**src/sv/irsr_pkg.sv**
```systemverilog
package irsr_pkg;

   localparam int MAX_RATIO_DEFAULT = 24;

   localparam int RATE_WIDTH = 16;
   localparam int EFF_WIDTH  = RATE_WIDTH + 1;
   localparam int SAMPLE_WIDTH = 16;
   localparam int CSR_ADDR_WIDTH = 5;
   localparam int CSR_DATA_WIDTH = 32;

   localparam logic [RATE_WIDTH-1:0] RESET_RATE = 16'd11025;
   localparam logic [7:0] BYTE_BIAS = 8'd128;

   // register index, taken from paddr[4:2]
   localparam logic [2:0] REG_SOURCE_RATE   = 3'd0;
   localparam logic [2:0] REG_OUTPUT_RATE   = 3'd1;
   localparam logic [2:0] REG_SOURCE_STEREO = 3'd2;
   localparam logic [2:0] REG_OUTPUT_STEREO = 3'd3;
   localparam logic [2:0] REG_WIDE_SAMPLES  = 3'd4;

   // which ratio the divider is working out
   localparam logic [1:0] DIV_NONE = 2'd0;
   localparam logic [1:0] DIV_INC  = 2'd1;
   localparam logic [1:0] DIV_DUP  = 2'd2;

   typedef struct packed {
      logic div_init;
      logic div_step;
      logic accept;
      logic emit;
   } ctl_cmd_type;

   typedef struct packed {
      logic cfg_write;
      logic div_done;
      logic copies_zero;
   } ctl_status_type;

endpackage

```
**src/sv/integer_ratio_sample_resampler_top.sv**
```systemverilog
// An accepted input word is registered in value_ff, then in rsp_pcm_ff as an output.
// Inputs stall until a kept input's copies are out (one output per cycle unless rsp_stall).
// A register write recomputes the ratios by repeated subtraction: inputs stall from the
// write until the divider is done.
// Reset (synchronous): registers to their defaults, both ratios to 1, no clearing pass.
module integer_ratio_sample_resampler_top #(
   parameter int MAX_RATIO = irsr_pkg::MAX_RATIO_DEFAULT
) (
   input  logic                                     clock,
   input  logic                                     reset,
   input  logic                                     req_valid,
   output logic                                     req_stall,
   input  logic [irsr_pkg::SAMPLE_WIDTH-1:0]        req_sample_bits,
   input  logic                                     req_sound_end,
   output logic                                     rsp_valid,
   input  logic                                     rsp_stall,
   output logic signed [irsr_pkg::SAMPLE_WIDTH-1:0] rsp_pcm_out,
   output logic                                     rsp_run_last,
   input  logic                                     csr_psel,
   input  logic                                     csr_penable,
   input  logic                                     csr_pwrite,
   input  logic [irsr_pkg::CSR_ADDR_WIDTH-1:0]      csr_paddr,
   input  logic [irsr_pkg::CSR_DATA_WIDTH-1:0]      csr_pwdata,
   output logic [irsr_pkg::CSR_DATA_WIDTH-1:0]      csr_prdata,
   output logic                                     csr_pready
);

   irsr_pkg::ctl_cmd_type    cmd;
   irsr_pkg::ctl_status_type status;

   assign csr_pready = 1'b1;

   irsr_controller u_controller (
      .clock     (clock),
      .reset     (reset),
      .status    (status),
      .cmd       (cmd),
      .req_valid (req_valid),
      .req_stall (req_stall)
   );

   irsr_datapath #(
      .MAX_RATIO (MAX_RATIO)
   ) u_datapath (
      .clock           (clock),
      .reset           (reset),
      .cmd             (cmd),
      .status          (status),
      .req_sample_bits (req_sample_bits),
      .req_sound_end   (req_sound_end),
      .rsp_valid       (rsp_valid),
      .rsp_stall       (rsp_stall),
      .rsp_pcm_out     (rsp_pcm_out),
      .rsp_run_last    (rsp_run_last),
      .csr_psel        (csr_psel),
      .csr_penable     (csr_penable),
      .csr_pwrite      (csr_pwrite),
      .csr_paddr       (csr_paddr),
      .csr_pwdata      (csr_pwdata),
      .csr_prdata      (csr_prdata)
   );

endmodule

```
**src/sv/irsr_datapath.sv**
```systemverilog
module irsr_datapath #(
   parameter int MAX_RATIO = irsr_pkg::MAX_RATIO_DEFAULT
) (
   input  logic                                 clock,
   input  logic                                 reset,
   input  irsr_pkg::ctl_cmd_type                cmd,
   output irsr_pkg::ctl_status_type             status,
   input  logic [irsr_pkg::SAMPLE_WIDTH-1:0]    req_sample_bits,
   input  logic                                 req_sound_end,
   output logic                                 rsp_valid,
   input  logic                                 rsp_stall,
   output logic signed [irsr_pkg::SAMPLE_WIDTH-1:0] rsp_pcm_out,
   output logic                                 rsp_run_last,
   input  logic                                 csr_psel,
   input  logic                                 csr_penable,
   input  logic                                 csr_pwrite,
   input  logic [irsr_pkg::CSR_ADDR_WIDTH-1:0]  csr_paddr,
   input  logic [irsr_pkg::CSR_DATA_WIDTH-1:0]  csr_pwdata,
   output logic [irsr_pkg::CSR_DATA_WIDTH-1:0]  csr_prdata
);

   localparam int QW = $clog2(MAX_RATIO + 1);
   localparam logic [QW-1:0] RATIO_MAX = QW'(MAX_RATIO);
   localparam logic [QW-1:0] RATIO_ONE = QW'(1);

   localparam int RW = irsr_pkg::RATE_WIDTH;
   localparam int EW = irsr_pkg::EFF_WIDTH;
   localparam int SW = irsr_pkg::SAMPLE_WIDTH;

   // configuration registers
   logic [RW-1:0] source_rate_ff, source_rate_in;
   logic [RW-1:0] output_rate_ff, output_rate_in;
   logic          source_stereo_ff, source_stereo_in;
   logic          output_stereo_ff, output_stereo_in;
   logic          wide_samples_ff, wide_samples_in;

   // ratio state
   logic [QW-1:0] step_ratio_ff, step_ratio_in;
   logic [QW-1:0] repeat_ratio_ff, repeat_ratio_in;
   logic [QW-1:0] skip_phase_ff, skip_phase_in;

   // divider
   logic [EW-1:0] rem_ff, rem_in;
   logic [EW-1:0] divisor_ff, divisor_in;
   logic [QW-1:0] quot_ff, quot_in;
   logic [1:0]    div_mode_ff, div_mode_in;

   // emit side
   logic [QW-1:0] copies_ff, copies_in;
   logic [SW-1:0] value_ff, value_in;
   logic          rsp_valid_ff, rsp_valid_in;
   logic [SW-1:0] rsp_pcm_ff, rsp_pcm_in;
   logic          rsp_last_ff, rsp_last_in;

   logic [2:0]    csr_index;
   logic          csr_wr;
   logic [EW-1:0] eff_rate;
   logic [EW-1:0] out_rate;
   logic          div_done;
   logic          emit_fire;
   logic [7:0]    byte_val;
   logic [SW-1:0] conv_val;

   assign csr_index = csr_paddr[4:2];
   assign csr_wr = csr_psel && csr_penable && csr_pwrite &&
                   (csr_index <= irsr_pkg::REG_WIDE_SAMPLES);

   // halve for mono into stereo, double for stereo into mono
   always_comb begin
      eff_rate = {1'b0, source_rate_ff};
      if (!source_stereo_ff && output_stereo_ff) begin
         eff_rate = {2'b00, source_rate_ff[RW-1:1]};
      end else if (source_stereo_ff && !output_stereo_ff) begin
         eff_rate = {source_rate_ff, 1'b0};
      end
   end
   assign out_rate = {1'b0, output_rate_ff};

   assign div_done = (rem_ff < divisor_ff) || (quot_ff == RATIO_MAX);

   // unsigned byte minus the bias, sign extended
   assign byte_val = req_sample_bits[7:0] - irsr_pkg::BYTE_BIAS;
   assign conv_val = wide_samples_ff ? req_sample_bits : {{(SW-8){byte_val[7]}}, byte_val};

   assign emit_fire = cmd.emit && (copies_ff != '0) && (!rsp_valid_ff || !rsp_stall);

   always_comb begin
      source_rate_in   = source_rate_ff;
      output_rate_in   = output_rate_ff;
      source_stereo_in = source_stereo_ff;
      output_stereo_in = output_stereo_ff;
      wide_samples_in  = wide_samples_ff;
      if (csr_wr) begin
         case (csr_index)
            irsr_pkg::REG_SOURCE_RATE:   source_rate_in   = csr_pwdata[RW-1:0];
            irsr_pkg::REG_OUTPUT_RATE:   output_rate_in   = csr_pwdata[RW-1:0];
            irsr_pkg::REG_SOURCE_STEREO: source_stereo_in = csr_pwdata[0];
            irsr_pkg::REG_OUTPUT_STEREO: output_stereo_in = csr_pwdata[0];
            irsr_pkg::REG_WIDE_SAMPLES:  wide_samples_in  = csr_pwdata[0];
            default: ;
         endcase
      end
   end

   always_comb begin
      case (csr_index)
         irsr_pkg::REG_SOURCE_RATE:   csr_prdata = 32'(source_rate_ff);
         irsr_pkg::REG_OUTPUT_RATE:   csr_prdata = 32'(output_rate_ff);
         irsr_pkg::REG_SOURCE_STEREO: csr_prdata = 32'(source_stereo_ff);
         irsr_pkg::REG_OUTPUT_STEREO: csr_prdata = 32'(output_stereo_ff);
         irsr_pkg::REG_WIDE_SAMPLES:  csr_prdata = 32'(wide_samples_ff);
         default:                     csr_prdata = '0;
      endcase
   end

   // divider: repeated subtraction, quotient saturates at the ratio limit
   always_comb begin
      rem_in          = rem_ff;
      divisor_in      = divisor_ff;
      quot_in         = quot_ff;
      div_mode_in     = div_mode_ff;
      step_ratio_in   = step_ratio_ff;
      repeat_ratio_in = repeat_ratio_ff;
      if (cmd.div_init) begin
         step_ratio_in   = RATIO_ONE;
         repeat_ratio_in = RATIO_ONE;
         quot_in         = '0;
         if (eff_rate > out_rate) begin
            div_mode_in = irsr_pkg::DIV_INC;
            rem_in      = eff_rate;
            divisor_in  = out_rate;
         end else if (eff_rate < out_rate) begin
            div_mode_in = irsr_pkg::DIV_DUP;
            rem_in      = out_rate;
            divisor_in  = eff_rate;
         end else begin
            div_mode_in = irsr_pkg::DIV_NONE;
            rem_in      = '0;
            divisor_in  = EW'(1);
         end
         // zero divisor saturates straight away
         if (divisor_in == '0) begin
            quot_in    = RATIO_MAX;
            divisor_in = EW'(1);
         end
      end else if (cmd.div_step) begin
         if (!div_done) begin
            rem_in  = rem_ff - divisor_ff;
            quot_in = quot_ff + RATIO_ONE;
         end else if (div_mode_ff == irsr_pkg::DIV_INC) begin
            step_ratio_in = quot_ff;
         end else if (div_mode_ff == irsr_pkg::DIV_DUP) begin
            repeat_ratio_in = quot_ff;
         end
      end
   end

   always_comb begin
      skip_phase_in = skip_phase_ff;
      copies_in     = copies_ff;
      value_in      = value_ff;
      if (csr_wr) begin
         skip_phase_in = '0;
      end else if (cmd.accept) begin
         value_in  = conv_val;
         copies_in = (skip_phase_ff == '0) ? repeat_ratio_ff : '0;
         if (req_sound_end || (skip_phase_ff + RATIO_ONE >= step_ratio_ff)) begin
            skip_phase_in = '0;
         end else begin
            skip_phase_in = skip_phase_ff + RATIO_ONE;
         end
      end else if (emit_fire) begin
         copies_in = copies_ff - RATIO_ONE;
      end
   end

   always_comb begin
      rsp_valid_in = rsp_valid_ff;
      rsp_pcm_in   = rsp_pcm_ff;
      rsp_last_in  = rsp_last_ff;
      if (emit_fire) begin
         rsp_valid_in = 1'b1;
         rsp_pcm_in   = value_ff;
         rsp_last_in  = (copies_ff == RATIO_ONE);
      end else if (!rsp_stall) begin
         rsp_valid_in = 1'b0;
      end
   end

   always_ff @(posedge clock) begin
      if (reset) begin
         source_rate_ff   <= irsr_pkg::RESET_RATE;
         output_rate_ff   <= irsr_pkg::RESET_RATE;
         source_stereo_ff <= 1'b0;
         output_stereo_ff <= 1'b0;
         wide_samples_ff  <= 1'b1;
         step_ratio_ff    <= RATIO_ONE;
         repeat_ratio_ff  <= RATIO_ONE;
         skip_phase_ff    <= '0;
         copies_ff        <= '0;
         rsp_valid_ff     <= 1'b0;
         div_mode_ff      <= irsr_pkg::DIV_NONE;
      end else begin
         source_rate_ff   <= source_rate_in;
         output_rate_ff   <= output_rate_in;
         source_stereo_ff <= source_stereo_in;
         output_stereo_ff <= output_stereo_in;
         wide_samples_ff  <= wide_samples_in;
         step_ratio_ff    <= step_ratio_in;
         repeat_ratio_ff  <= repeat_ratio_in;
         skip_phase_ff    <= skip_phase_in;
         copies_ff        <= copies_in;
         rsp_valid_ff     <= rsp_valid_in;
         div_mode_ff      <= div_mode_in;
      end
   end

   always_ff @(posedge clock) begin
      rem_ff     <= rem_in;
      divisor_ff <= divisor_in;
      quot_ff    <= quot_in;
      value_ff   <= value_in;
      rsp_pcm_ff <= rsp_pcm_in;
      rsp_last_ff <= rsp_last_in;
   end

   assign status.cfg_write   = csr_wr;
   assign status.div_done    = div_done;
   assign status.copies_zero = (copies_ff == '0);

   assign rsp_valid    = rsp_valid_ff;
   assign rsp_pcm_out  = rsp_pcm_ff;
   assign rsp_run_last = rsp_last_ff;

endmodule

```
**src/sv/irsr_controller.sv**
```systemverilog
module irsr_controller (
   input  logic                     clock,
   input  logic                     reset,
   input  irsr_pkg::ctl_status_type status,
   output irsr_pkg::ctl_cmd_type    cmd,
   input  logic                     req_valid,
   output logic                     req_stall
);

   localparam logic [1:0] ST_IDLE     = 2'd0;
   localparam logic [1:0] ST_DIV_INIT = 2'd1;
   localparam logic [1:0] ST_DIV_RUN  = 2'd2;
   localparam logic [1:0] ST_EMIT     = 2'd3;

   logic [1:0] state_ff, state_in;

   assign req_stall = (state_ff != ST_IDLE) || status.cfg_write;

   always_comb begin
      state_in     = state_ff;
      cmd.div_init = 1'b0;
      cmd.div_step = 1'b0;
      cmd.accept   = 1'b0;
      cmd.emit     = 1'b0;
      // a register write always restarts the ratio computation
      if (status.cfg_write) begin
         state_in = ST_DIV_INIT;
      end else begin
         case (state_ff)
            ST_IDLE: begin
               if (req_valid) begin
                  cmd.accept = 1'b1;
                  state_in   = ST_EMIT;
               end
            end
            ST_DIV_INIT: begin
               cmd.div_init = 1'b1;
               state_in     = ST_DIV_RUN;
            end
            ST_DIV_RUN: begin
               // on done the step commits the quotient
               cmd.div_step = 1'b1;
               if (status.div_done) begin
                  state_in = ST_IDLE;
               end
            end
            ST_EMIT: begin
               cmd.emit = 1'b1;
               if (status.copies_zero) begin
                  state_in = ST_IDLE;
               end
            end
            default: state_in = ST_IDLE;
         endcase
      end
   end

   always_ff @(posedge clock) begin
      if (reset) begin
         state_ff <= ST_IDLE;
      end else begin
         state_ff <= state_in;
      end
   end

endmodule
```
**config.mk**
```make
export PLATFORM = sky130hd
export DESIGN_NAME = integer_ratio_sample_resampler_top
export DESIGN_NICKNAME = d
export VERILOG_FILES = /design/src/sv/irsr_pkg.sv /design/src/sv/integer_ratio_sample_resampler_top.sv /design/src/sv/irsr_datapath.sv /design/src/sv/irsr_controller.sv
export SDC_FILE = /design/constraint.sdc
export NUM_CORES = 1
export LEC_CHECK = 0
export BUFFER_PORTS_ARGS = -buffer_cell sky130_fd_sc_hd__buf_4
export CORE_ASPECT_RATIO = 1.2
export CORE_MARGIN = 2
export CORE_UTILIZATION = 40
export DETAILED_ROUTE_END_ITERATION = 8
export SYNTH_ARGS = -nofsm -noshare
export SYNTH_HDL_FRONTEND = slang
export SYNTH_SLANG_ARGS = --single-unit
```
**constraint.sdc**
```tcl
create_clock -name clock -period 7.4 [get_ports clock]
set_input_delay 1.48 -clock clock [delete_from_list [all_inputs] [get_ports clock]]
set_output_delay 1.48 -clock clock [all_outputs]
set_load 0.03 [all_outputs]
```
==> impl_metrics.yaml <==
floorplan:
  initial_core_util_pct: 40.8
  dieArea_um2: 20400
  rows: 55
  die_w_um: 131
  die_y_um: 156
  ios: 113
  core_um2: 18900
synth:
  syn_avg_cell_area_um2: 9.16
  synth.area.mux_share_pct: 4.04
  yosys.area_share.simple_pct: 20.2
  synth_xor_area_share_pct: 2.05
  yosys.area.top_type_share_pct: 28.1
  yosysWarnings: 0
  synth.area.top_cells: "edfxtp_1 (28%), dfxtp_1 (16%), ha_1 (7.3%)"
  synth.distinct_cells: 70
  synthAdderAreaFrac_pct: 7.57
  yosys-top-cells-count: "nand2_1 (117), edfxtp_1 (72), nor2_1 (70)"
  synth_area_um2: 7700
  synth_compound_gate_area_share_pct: 15.8
  yosysMostFrequentCell: "nand2_1"
  syn_inst: 841
  yosysTopAreaCell: "edfxtp_1"
  seq_area_frac_synth_pct: 43.7
  synth_edf_count: 72
  synth-seq-cells: 132
  synthArstFlopShare_pct: 0
  synth_flop_cell: "edfxtp_1"
  synth_top_family_by_area: "simple AND/OR/NAND/NOR gates"
timing:
  hold_ws_ps: 419
  fin_crit_sh_pct: 55.9
  fin_ws_ps: 3260
  final-hold-violation-count: 0
  drv_slew: 0
  fin_crit_ps: 4140
  fmax_mhz: 242
  tns_ps: 0
  slew-limit-headroom_pct: 37.6
  worst_slew_pin_slew_ps: 936
  rsz0062_at_grt: "false"
  setup_viol: 0
  clock_skew_ps: 9.71
drt:
  drtAntennaViolNets: 0
  drc: 0
  drtIter0Drc: 352
  routedWlPerCell_um: 15.8
  via_per_inst: 5.29
  routed_wl_um: 18500
  dr.pass1.iters: 5
  vias: 6181
cells_and_area:
  instances_no_fill: 1169
  num-nets-final: 1007
  area_growth_pct: 16.7
  antennaDiodeCount: 0
  layout-drive-gt1-share_pct: 14.3
setup_path:
  cp-start-kind: "primary input"
  worstPathRequired_ps: 7560
  path_class: "primary input to flop"
  path_max_fanout: 37
  crit_arrival_ps: 4300
  endpoint_kind: "flop"
hold_path:
  hp-class: "flop to flop"
clock_network:
  cts_root_buffer: "clkbuf_16"
  clk_pin_slew_worst_paths_ps: 60
  cts.sink_count: 132
  cts-htree-levels: 4
  post_cts_buffers: 0
  cts_made_buffers: 17
  clock_latency_ps: 410
  cts_resized: 0
  hold_buffers: 0
  cts_tree: "yes"
  clockBufferDepth: 2
job:
  cap_viol_max_count: 0
placement:
  routabilityCongestion: 0.815
  dpl.cell_count: 1137
  detailedPlace.worstSlack_ps: 2770
  port_buffers: 77
  hpwl_um: 13500
pwr:
  power_leakage_nw: 3.69
  power_density_nw_per_um2: 242
  ir_drop_mv: 0.127
status:
  status: "finished clean"
global_routing:
  grt-ovfl-total: 0
  grt_max_degree: 50
  track_usage_pct: 18.7
  grt_pass1_wl_um: 30000
  antenna_found_initial: 0
  first_global_vias: 5866
## cells by family (layout without fill, tap and decap cells)
family                   count (synthesis)  in the layout
multiplexers                            31             31
buffers and inverters                  110            166
adder cells (fa/ha/maj)                 46             46
XOR/XNOR                                18             18
flip-flops                             132            132
AND/OR/NAND/NOR                        323            323
other                                    2             18
AO/OA/AOI/OAI                          179            179
## flip-flops by register name (all words and copies together) (netlist names), 2 cells and up
register and cells:
u_datapath.rsp_pcm_out 16, u_datapath.divisor_ff 17, u_datapath.div_mode_ff 2, u_datapath.quot_ff 5
u_datapath.step_ratio_ff 5, u_controller.state_ff 2, u_datapath.rem_ff 17, u_datapath.output_rate_ff 16
u_datapath.source_rate_ff 16, u_datapath.copies_ff 5, u_datapath.skip_phase_ff 5, u_datapath.repeat_ratio_ff 5
u_datapath.value_ff 16
## worst paths after layout
kind | start | cells past startpoint | slack, ps | to
setup / recovery | csr_paddr[2] | 8 | 3260 | u_datapath.rem_ff[10]
hold reg to reg | u_datapath.value_ff[11] | 0 | 420 | u_datapath.rsp_pcm_out[11]
setup reg to reg | u_datapath.source_stereo_ff | 12 | 3420 | u_datapath.rem_ff[5]
hold / removal | u_datapath.value_ff[11] | 0 | 420 | u_datapath.rsp_pcm_out[11]
## final cells by class
cell class | instances | area, µm²
inverter | 50 | 188
sequential | 132 | 3360
multi-input combinational | 615 | 3900
timing repair buffer | 84 | 631
tap | 256 | 320
fill | 1850 | 9870
clock inverter | 15 | 156
clock buffer | 17 | 425
## critical path, stage by stage
cell and delay, ps:
buf_4 210, o21ai_1 260, nand2_1 220, nand2b_1 610
inv_1 390, buf_4 370, and3_1 330, a221o_1 390
## per-layer routing
layer	wire (µm)	track usage [%]
met1	8630	25.5
met2	8600	29.7
met3	975	4.25
met4	265	5.32
met5	0	0
## power breakdown
part / switching, mW / total [mW] / leakage [nW] / internal (mW)
clock: 0.372 / 0.824 / 0.281 / 0.451
combinational: 0.283 / 0.476 / 2.26 / 0.193
sequential: 0.0244 / 0.872 / 1.15 / 0.848
## through the flow
stage / util (%) / area, µm² / power (mW)
after floorplan: - / 7760 / 1.25
final: 47.7 / 8990 / 2.17
after global placement: 44.6 / 8410 / 1.36
after detailed placement: 44.6 / 8410 / 1.36
after global routing: 47.7 / 8990 / 2.28
after CTS: 47.7 / 8990 / 2.19
## cell usage in the layout (no fill, tap or decap), types with 18 or more instances in the layout
cell / instances
nor3_1: 25
inv_1: 49
nor2_1: 70
conb_1: 18
nand2_1: 117
a21oi_1: 58
buf_4: 84
ha_1: 45
dfxtp_1: 60
nand3_1: 33
mux2i_1: 30
edfxtp_1: 72
No activity file was read; power rests on OpenSTA's default activity.
